$ cat src/hdl/esd_pkg.sv
// ----------------------------------------------------------------------------
// esd_pkg
// Shared types, character codes and helper functions for the escape decoder.
// ----------------------------------------------------------------------------
package esd_pkg;

    // character codes
    localparam logic [7:0] CHAR_BACKSLASH = 8'h5C;
    localparam logic [7:0] CHAR_X         = 8'h78;
    localparam logic [7:0] CHAR_U         = 8'h75;

    // result status codes
    typedef enum logic [1:0] {
        STATUS_OK        = 2'd0,
        STATUS_BS_AT_END = 2'd1,
        STATUS_TRUNC_HEX = 2'd2,
        STATUS_TRUNC_UNI = 2'd3
    } status_t;

    // one result item
    typedef struct packed {
        logic [15:0] out_value;
        logic        is_code_point;
        status_t     status;
        logic        run_last;
        logic        string_end;
    } result_t;

    // hex digit value, non-hex characters count as zero
    function automatic logic [3:0] hex_value(input logic [7:0] c);
        logic [3:0] v;
        v = 4'd0;
        if (c >= 8'h30 && c <= 8'h39) begin
            v = 4'(c - 8'h30);
        end
        else if (c >= 8'h41 && c <= 8'h46) begin
            v = 4'(c - 8'h41 + 8'd10);
        end
        else if (c >= 8'h61 && c <= 8'h66) begin
            v = 4'(c - 8'h61 + 8'd10);
        end
        return v;
    endfunction

    // simple escape map: bit 8 flags a hit, bits 7:0 carry the byte
    function automatic logic [8:0] simple_escape(input logic [7:0] c);
        logic [8:0] r;
        case (c)
            8'h61:   r = {1'b1, 8'h07};
            8'h62:   r = {1'b1, 8'h08};
            8'h65:   r = {1'b1, 8'h1B};
            8'h66:   r = {1'b1, 8'h0C};
            8'h6E:   r = {1'b1, 8'h0A};
            8'h72:   r = {1'b1, 8'h0D};
            8'h74:   r = {1'b1, 8'h09};
            8'h76:   r = {1'b1, 8'h0B};
            8'h5C:   r = {1'b1, 8'h5C};
            8'h27:   r = {1'b1, 8'h27};
            8'h22:   r = {1'b1, 8'h22};
            8'h3F:   r = {1'b1, 8'h3F};
            default: r = {1'b0, 8'h00};
        endcase
        return r;
    endfunction

endpackage

$ cat src/hdl/esd_if.sv
// ----------------------------------------------------------------------------
// esd_if
// Valid/ready channels for escaped input bytes and decoded results.
// ----------------------------------------------------------------------------
interface esd_in_if;
    logic       valid;
    logic       ready;
    logic [7:0] in_byte;
    logic       end_of_input;

    modport source (output valid, output in_byte, output end_of_input, input ready);
    modport sink   (input valid, input in_byte, input end_of_input, output ready);
endinterface

interface esd_out_if;
    logic        valid;
    logic        ready;
    logic [15:0] out_value;
    logic        is_code_point;
    logic [1:0]  status;
    logic        run_last;
    logic        string_end;

    modport source (output valid, output out_value, output is_code_point,
                    output status, output run_last, output string_end, input ready);
    modport sink   (input valid, input out_value, input is_code_point,
                    input status, input run_last, input string_end, output ready);
endinterface

$ cat src/hdl/escape_sequence_decoder.sv
// ----------------------------------------------------------------------------
// escape_sequence_decoder
// Decodes a C-style escaped byte stream into bytes and 16-bit code points.
// ----------------------------------------------------------------------------
// A result is registered and valid in the cycle after its input byte is
// accepted. Throughput: one byte per cycle while the output accepts; a byte
// that yields two results (unknown escape) holds the input off while the
// second result waits in the holding register behind the output register.
// Reset: decoder returns to text mode with an empty accumulator and no
// result pending.
module escape_sequence_decoder
    import esd_pkg::*;
(
    input  logic      clk,
    input  logic      rst_n,
    esd_in_if.sink    in_ch,
    esd_out_if.source out_ch
);

    typedef enum logic [1:0] {
        MODE_TEXT = 2'd0,
        MODE_ESC  = 2'd1,
        MODE_HEX  = 2'd2,
        MODE_UNI  = 2'd3
    } mode_t;

    mode_t       mode_reg, mode_next;
    logic [1:0]  digits_reg, digits_next;
    logic [15:0] acc_reg, acc_next;

    logic        out_valid_reg, out_valid_next;
    logic        pend_valid_reg, pend_valid_next;
    result_t     out_reg, pend_reg;

    logic        in_fire;
    logic        out_fire;
    logic        end_flag;
    logic [7:0]  c;
    logic [15:0] acc_shift;
    logic [8:0]  simple;
    logic [1:0]  n_res;
    result_t     r0, r1;

    assign in_fire  = in_ch.valid && in_ch.ready;
    assign out_fire = out_valid_reg && out_ch.ready;
    assign c        = in_ch.in_byte;
    assign end_flag = in_ch.end_of_input;

    // accept while no second result waits and the output slot frees up
    assign in_ch.ready = !pend_valid_reg && (!out_valid_reg || out_ch.ready);

    assign acc_shift = {acc_reg[11:0], hex_value(c)};
    assign simple    = simple_escape(c);

    // decode one byte against the current mode
    always_comb
    begin
        mode_next   = mode_reg;
        digits_next = digits_reg;
        acc_next    = acc_reg;
        n_res       = 2'd0;
        r0          = '{out_value: 16'd0, is_code_point: 1'b0, status: STATUS_OK,
                        run_last: 1'b1, string_end: end_flag};
        r1          = r0;
        case (mode_reg)
            MODE_TEXT:
            begin
                if (c == CHAR_BACKSLASH) begin
                    if (end_flag) begin
                        n_res     = 2'd1;
                        r0.status = STATUS_BS_AT_END;
                    end
                    else begin
                        mode_next = MODE_ESC;
                    end
                end
                else begin
                    n_res        = 2'd1;
                    r0.out_value = {8'd0, c};
                end
            end
            MODE_ESC:
            begin
                if (simple[8]) begin
                    n_res        = 2'd1;
                    r0.out_value = {8'd0, simple[7:0]};
                    mode_next    = MODE_TEXT;
                end
                else if (c == CHAR_X) begin
                    if (end_flag) begin
                        n_res     = 2'd1;
                        r0.status = STATUS_TRUNC_HEX;
                    end
                    else begin
                        mode_next   = MODE_HEX;
                        digits_next = 2'd0;
                        acc_next    = 16'd0;
                    end
                end
                else if (c == CHAR_U) begin
                    if (end_flag) begin
                        n_res     = 2'd1;
                        r0.status = STATUS_TRUNC_UNI;
                    end
                    else begin
                        mode_next   = MODE_UNI;
                        digits_next = 2'd0;
                        acc_next    = 16'd0;
                    end
                end
                else begin
                    // unknown escape: backslash, then the character
                    n_res         = 2'd2;
                    r0.out_value  = {8'd0, CHAR_BACKSLASH};
                    r0.run_last   = 1'b0;
                    r0.string_end = 1'b0;
                    r1.out_value  = {8'd0, c};
                    mode_next     = MODE_TEXT;
                end
            end
            MODE_HEX:
            begin
                acc_next = acc_shift;
                if (digits_reg == 2'd0 && !end_flag) begin
                    digits_next = 2'd1;
                end
                else begin
                    n_res        = 2'd1;
                    r0.out_value = {8'd0, acc_shift[7:0]};
                    mode_next    = MODE_TEXT;
                end
            end
            MODE_UNI:
            begin
                acc_next = acc_shift;
                if (digits_reg == 2'd3) begin
                    n_res            = 2'd1;
                    r0.out_value     = acc_shift;
                    r0.is_code_point = 1'b1;
                    mode_next        = MODE_TEXT;
                end
                else if (end_flag) begin
                    n_res     = 2'd1;
                    r0.status = STATUS_TRUNC_UNI;
                end
                else begin
                    digits_next = digits_reg + 2'd1;
                end
            end
            default:
            begin
                mode_next = MODE_TEXT;
            end
        endcase

        // end of string or return to text clears the escape state
        if (end_flag) begin
            mode_next   = MODE_TEXT;
            digits_next = 2'd0;
            acc_next    = 16'd0;
        end
        else if (mode_next == MODE_TEXT) begin
            digits_next = 2'd0;
            acc_next    = 16'd0;
        end
    end

    // output and holding register valid flags
    always_comb
    begin
        out_valid_next  = out_valid_reg;
        pend_valid_next = pend_valid_reg;
        if (in_fire) begin
            out_valid_next  = (n_res != 2'd0);
            pend_valid_next = (n_res == 2'd2);
        end
        else if (out_fire) begin
            out_valid_next  = pend_valid_reg;
            pend_valid_next = 1'b0;
        end
    end

    // control state
    always_ff @(posedge clk or negedge rst_n)
    begin
        if (!rst_n) begin
            mode_reg       <= MODE_TEXT;
            digits_reg     <= 2'd0;
            acc_reg        <= 16'd0;
            out_valid_reg  <= 1'b0;
            pend_valid_reg <= 1'b0;
        end
        else begin
            if (in_fire) begin
                mode_reg   <= mode_next;
                digits_reg <= digits_next;
                acc_reg    <= acc_next;
            end
            out_valid_reg  <= out_valid_next;
            pend_valid_reg <= pend_valid_next;
        end
    end

    // result payload registers
    always_ff @(posedge clk)
    begin
        if (in_fire) begin
            out_reg  <= r0;
            pend_reg <= r1;
        end
        else if (out_fire) begin
            out_reg <= pend_reg;
        end
    end

    assign out_ch.valid         = out_valid_reg;
    assign out_ch.out_value     = out_reg.out_value;
    assign out_ch.is_code_point = out_reg.is_code_point;
    assign out_ch.status        = out_reg.status;
    assign out_ch.run_last      = out_reg.run_last;
    assign out_ch.string_end    = out_reg.string_end;

    // a held second result always sits behind a valid first one
    a_pend_behind_out: assert property (@(posedge clk) disable iff (!rst_n)
        pend_valid_reg |-> out_valid_reg)
        else $error("holding register valid with empty output register");

    // the first of two results never closes its transaction
    a_pend_first_not_last: assert property (@(posedge clk) disable iff (!rst_n)
        pend_valid_reg |-> (!out_reg.run_last && pend_reg.run_last))
        else $error("run_last misplaced across a two-result byte");

    // an end-of-string byte leaves the decoder in its reset state
    a_end_resets: assert property (@(posedge clk) disable iff (!rst_n)
        (in_fire && end_flag) |=> (mode_reg == MODE_TEXT && digits_reg == 2'd0
                                   && acc_reg == 16'd0))
        else $error("decoder state not cleared after end of string");

    // a two-result byte stalls the input for the following cycle
    a_two_stall: assert property (@(posedge clk) disable iff (!rst_n)
        (in_fire && n_res == 2'd2) |=> !in_ch.ready)
        else $error("input accepted while a second result is pending");

endmodule

$ cat src/flat_wrapper.sv
// flat-port wrapper written by rule: the top's interface ports become plain ports
module escape_sequence_decoder_flat import esd_pkg::*;
  (clk, rst_n, in_ch_valid, in_ch_in_byte, in_ch_end_of_input, in_ch_ready, out_ch_valid, out_ch_out_value, out_ch_is_code_point, out_ch_status, out_ch_run_last, out_ch_string_end, out_ch_ready);
  esd_in_if in_ch_i ();
  esd_out_if out_ch_i ();
  input  logic clk;
  input  logic rst_n;
  input wire logic [$bits(in_ch_i.valid)-1:0] in_ch_valid;
  input wire logic [$bits(in_ch_i.in_byte)-1:0] in_ch_in_byte;
  input wire logic [$bits(in_ch_i.end_of_input)-1:0] in_ch_end_of_input;
  output wire logic [$bits(in_ch_i.ready)-1:0] in_ch_ready;
  output wire logic [$bits(out_ch_i.valid)-1:0] out_ch_valid;
  output wire logic [$bits(out_ch_i.out_value)-1:0] out_ch_out_value;
  output wire logic [$bits(out_ch_i.is_code_point)-1:0] out_ch_is_code_point;
  output wire logic [$bits(out_ch_i.status)-1:0] out_ch_status;
  output wire logic [$bits(out_ch_i.run_last)-1:0] out_ch_run_last;
  output wire logic [$bits(out_ch_i.string_end)-1:0] out_ch_string_end;
  input wire logic [$bits(out_ch_i.ready)-1:0] out_ch_ready;
  assign in_ch_i.valid = in_ch_valid;
  assign in_ch_i.in_byte = in_ch_in_byte;
  assign in_ch_i.end_of_input = in_ch_end_of_input;
  assign in_ch_ready = in_ch_i.ready;
  assign out_ch_valid = out_ch_i.valid;
  assign out_ch_out_value = out_ch_i.out_value;
  assign out_ch_is_code_point = out_ch_i.is_code_point;
  assign out_ch_status = out_ch_i.status;
  assign out_ch_run_last = out_ch_i.run_last;
  assign out_ch_string_end = out_ch_i.string_end;
  assign out_ch_i.ready = out_ch_ready;
  escape_sequence_decoder u_core (.clk(clk), .rst_n(rst_n), .in_ch(in_ch_i), .out_ch(out_ch_i));
endmodule
$ cat config.mk
export PLATFORM = sky130hd
export DESIGN_NAME = escape_sequence_decoder_flat
export DESIGN_NICKNAME = d
export VERILOG_FILES = /design/src/hdl/esd_pkg.sv /design/src/hdl/esd_if.sv /design/src/hdl/escape_sequence_decoder.sv /design/src/flat_wrapper.sv
export SDC_FILE = /design/constraint.sdc
export NUM_CORES = 1
export LEC_CHECK = 0
export BUFFER_PORTS_ARGS = -buffer_cell sky130_fd_sc_hd__buf_4
export CORE_ASPECT_RATIO = 2
export CORE_MARGIN = 8
export CORE_UTILIZATION = 52
export CTS_CLUSTER_SIZE = 16
export DETAILED_ROUTE_END_ITERATION = 8
export PLACE_DENSITY_LB_ADDON = 0.15
export SYNTH_ARGS = -nofsm -noshare
export SYNTH_HDL_FRONTEND = slang
export SYNTH_SLANG_ARGS = --single-unit
$ cat constraint.sdc
create_clock -name clk -period 1.7 [get_ports clk]
set_input_delay 0.34 -clock clk [delete_from_list [all_inputs] [get_ports clk]]
set_output_delay 0.34 -clock clk [all_outputs]
set_load 0.02 [all_outputs]
==> results_dict.tcl <==
set metrics [dict create \
    synth-edff-count 30 \
    antenna_found_initial 0 \
    dieWidth_um 68.4 \
    ios 36 \
    die_area_um2 8270 \
    status "complete, but fails checks" \
    synth_flop_cell "edfxtp_1" \
    cts_max_level 2 \
    slew_headroom_pct 75.5 \
    gp_congestion 0.916 \
    async_flop_share_pct 37.5 \
    grt-ovfl-total 0 \
    dr.pass1.iters 5 \
    routed_wl_um 9440 \
    dp_cells 443 \
    cp-end-kind "flip-flop" \
    total_power_mw 2.85 \
    syn-cell-area_um2 2860 \
    fmax_ghz 0.533 \
    grt_max_degree 22 \
    ys_seq_area_share_pct 47.3 \
    cts-root-buf "clkbuf_8" \
    num_antenna_cells 0 \
    final_common_cell "buf_4" \
    drt-vias-per-instance 6.12 \
    cellPowerDensity_nw_per_um2 638 \
    largest_reg_flops 16 \
    yosys.area.top_type_share_pct 31.5 \
    dp_hpwl_um 6770 \
    worst_pin_slew_ns 0.367 \
    synthCells 290 \
    areaGrowthSynthToFinish_pct 56.4 \
    cap_violations 0 \
    place.port_buffers 35 \
    clkLatencyLatePin_ns 0.32 \
    finalCriticalPeriod_ns 1.88 \
    final.setup_skew_ns 0.00940 \
    crit_path_start_kind "input pin" \
    setup_slack_ns -0.177 \
    crit_required_ns 1.90 \
    ys_types 59 \
    wl_per_cell_um 20.1 \
    die_h_um 121 \
    ys_warn_count 0 \
    cts_buffer_depth 2 \
    drt_iter0_markers 147 \
    postSynthAreaPerCell_um2 9.86 \
    cp.arrival_ns 2.08 \
    postSynthRegisterBits 48 \
    rsz0062_at_grt "true" \
    core_um2 5370 \
    fin_cells 469 \
    initial_utilization_pct 53.2 \
    pre_cts_slack_ns -0.724 \
    synthTopCellsByArea "edfxtp_1, dfrtp_1, a22o_1, a21oi_1, nand2_1" \
    vias 2870 \
    fin_crit_sh_pct 110 \
    leakage_nw 1.87 \
    synth_top_area_cell "edfxtp_1" \
    grt_pass1_wl_um 14400 \
    post-route-drc-count 0 \
    cts_tree "done" \
    drv_slew 0 \
    violations "setup timing" \
    grt_pass1_vias 2965 \
    drive_gt1_share_pct 51.6 \
    ant_nets 0 \
    layout.nets 428 \
    setup_viol 30 \
    reg2reg_slack_ns -0.18 \
    hold_violations 0 \
    critPathKind "input pin to flip-flop" \
    numCtsBuffers 5 \
    final_cell_mix "buf_4, edfxtp_1, nand2_1" \
    cts.clk_slew.worst_paths_ns 0.09 \
    synth.net_count 310 \
    cts_sinks 48 \
    grtUsageTotal_pct 23.1 \
    core.rowCount 38 \
    ir_drop_mv 0.893 \
    critical_path.max_fanout 7 \
    hold_path.class "input pin to asynchronous set/reset pin" \
    num-fill-cells 314 \
]
[path summary, 6_finish.rpt]
path                                     from                   end  cells past startpoint
setup / recovery             in_ch_in_byte[1]   u_core.out_ch.valid                     11
hold / removal                          rst_n  u_core.digits_reg[1]                      2
setup reg to reg           u_core.mode_reg[1]    u_core.acc_reg[10]                      8
hold reg to reg            u_core.acc_reg[11]    u_core.acc_reg[11]                      1
max in group asynchronous               rst_n   u_core.out_ch.valid                      2
min in group clk           in_ch_end_of_input    u_core.pend_reg[0]                      2
[cells in the mapped netlist (all sizes together) (7+ instances only)]
library cell  number
nand2b             9
clkbuf            17
ha                 7
nand2             28
dfrtp             18
and2              15
o21ai             13
a22o              15
nor2              21
inv                9
edfxtp            30
a21oi             23
[through the flow]
step / cell area [um^2] / hold WS (ns) / util (%) / setup TNS (ns)
after detailed placement: 3870 / 0.226 / 72.0 / -18.38
after global placement: 3870 / 0.221 / 72.0 / -16.80
after floorplan: 3040 / 0.0444 / - / -5.79
after CTS: 4370 / 0.418 / 81.3 / -3.87
after global routing: 4470 / 0.449 / 83.2 / -5.21
final: 4470 / 0.422 / 83.2 / -3.66
[routing by layer]
metal | track usage (%) | up-vias | wire length, um
met2 | 43.5 | 106 | 5460
met1 | 21.2 | 1417 | 3000
met5 | 0 | - | 0
li1 | - | 1305 | -
met4 | 15.0 | 0 | 591
met3 | 2.59 | 42 | 377
[logic make-up after synthesis]
group	synth area share, %
buffers and inverters	4.42
and+or+nand+nor	21.8
adders and majority gates	3.06
AOI/OAI and AO/OA	22.1
xor gates and xnor gates	0.306
DFF	47.3
muxes	1.09
[repair_timing]
| action | CTS | global route |
|---|---|---|
| hold buffers | 1 | 0 |
| resized for setup | 51 | 23 |
| hold endpoints to repair | 18 | 0 |
| setup endpoints to repair | 34 | 36 |
| pin swaps | 40 | 21 |
| buffers inserted | 16 | 2 |
[power by group]
| part | internal, mW | total, mW | leakage (nW) | switching, mW |
|---|---|---|---|---|
| clock | 0.443 | 0.853 | 0.0548 | 0.410 |
| combinational | 0.296 | 0.662 | 1.26 | 0.365 |
| sequential | 1.32 | 1.34 | 0.550 | 0.0213 |
[critical path, stage by stage]
cell	delay, ns
buf_8	0.10
clkinvlp_4	0.12
ha_4	0.18
buf_6	0.13
nor2_1	0.05
o32a_4	0.42
buf_12	0.14
nand2_8	0.08
nor3_4	0.05
buf_6	0.14
a221o_1	0.32
[cell type report]
cell class / count / area (um^2) / area share, %
multi-input cells: 212 / 1800 / 40.3
flip-flops and latches: 48 / 1350 / 30.2
repair buffers: 132 / 1080 / 24.1
well taps: 60 / 75.1 / 1.68
clock buffers: 5 / 68.8 / 1.54
inverters: 9 / 50.0 / 1.12
clock inverters: 3 / 46.3 / 1.04
Power figures use the tool's default switching activity.
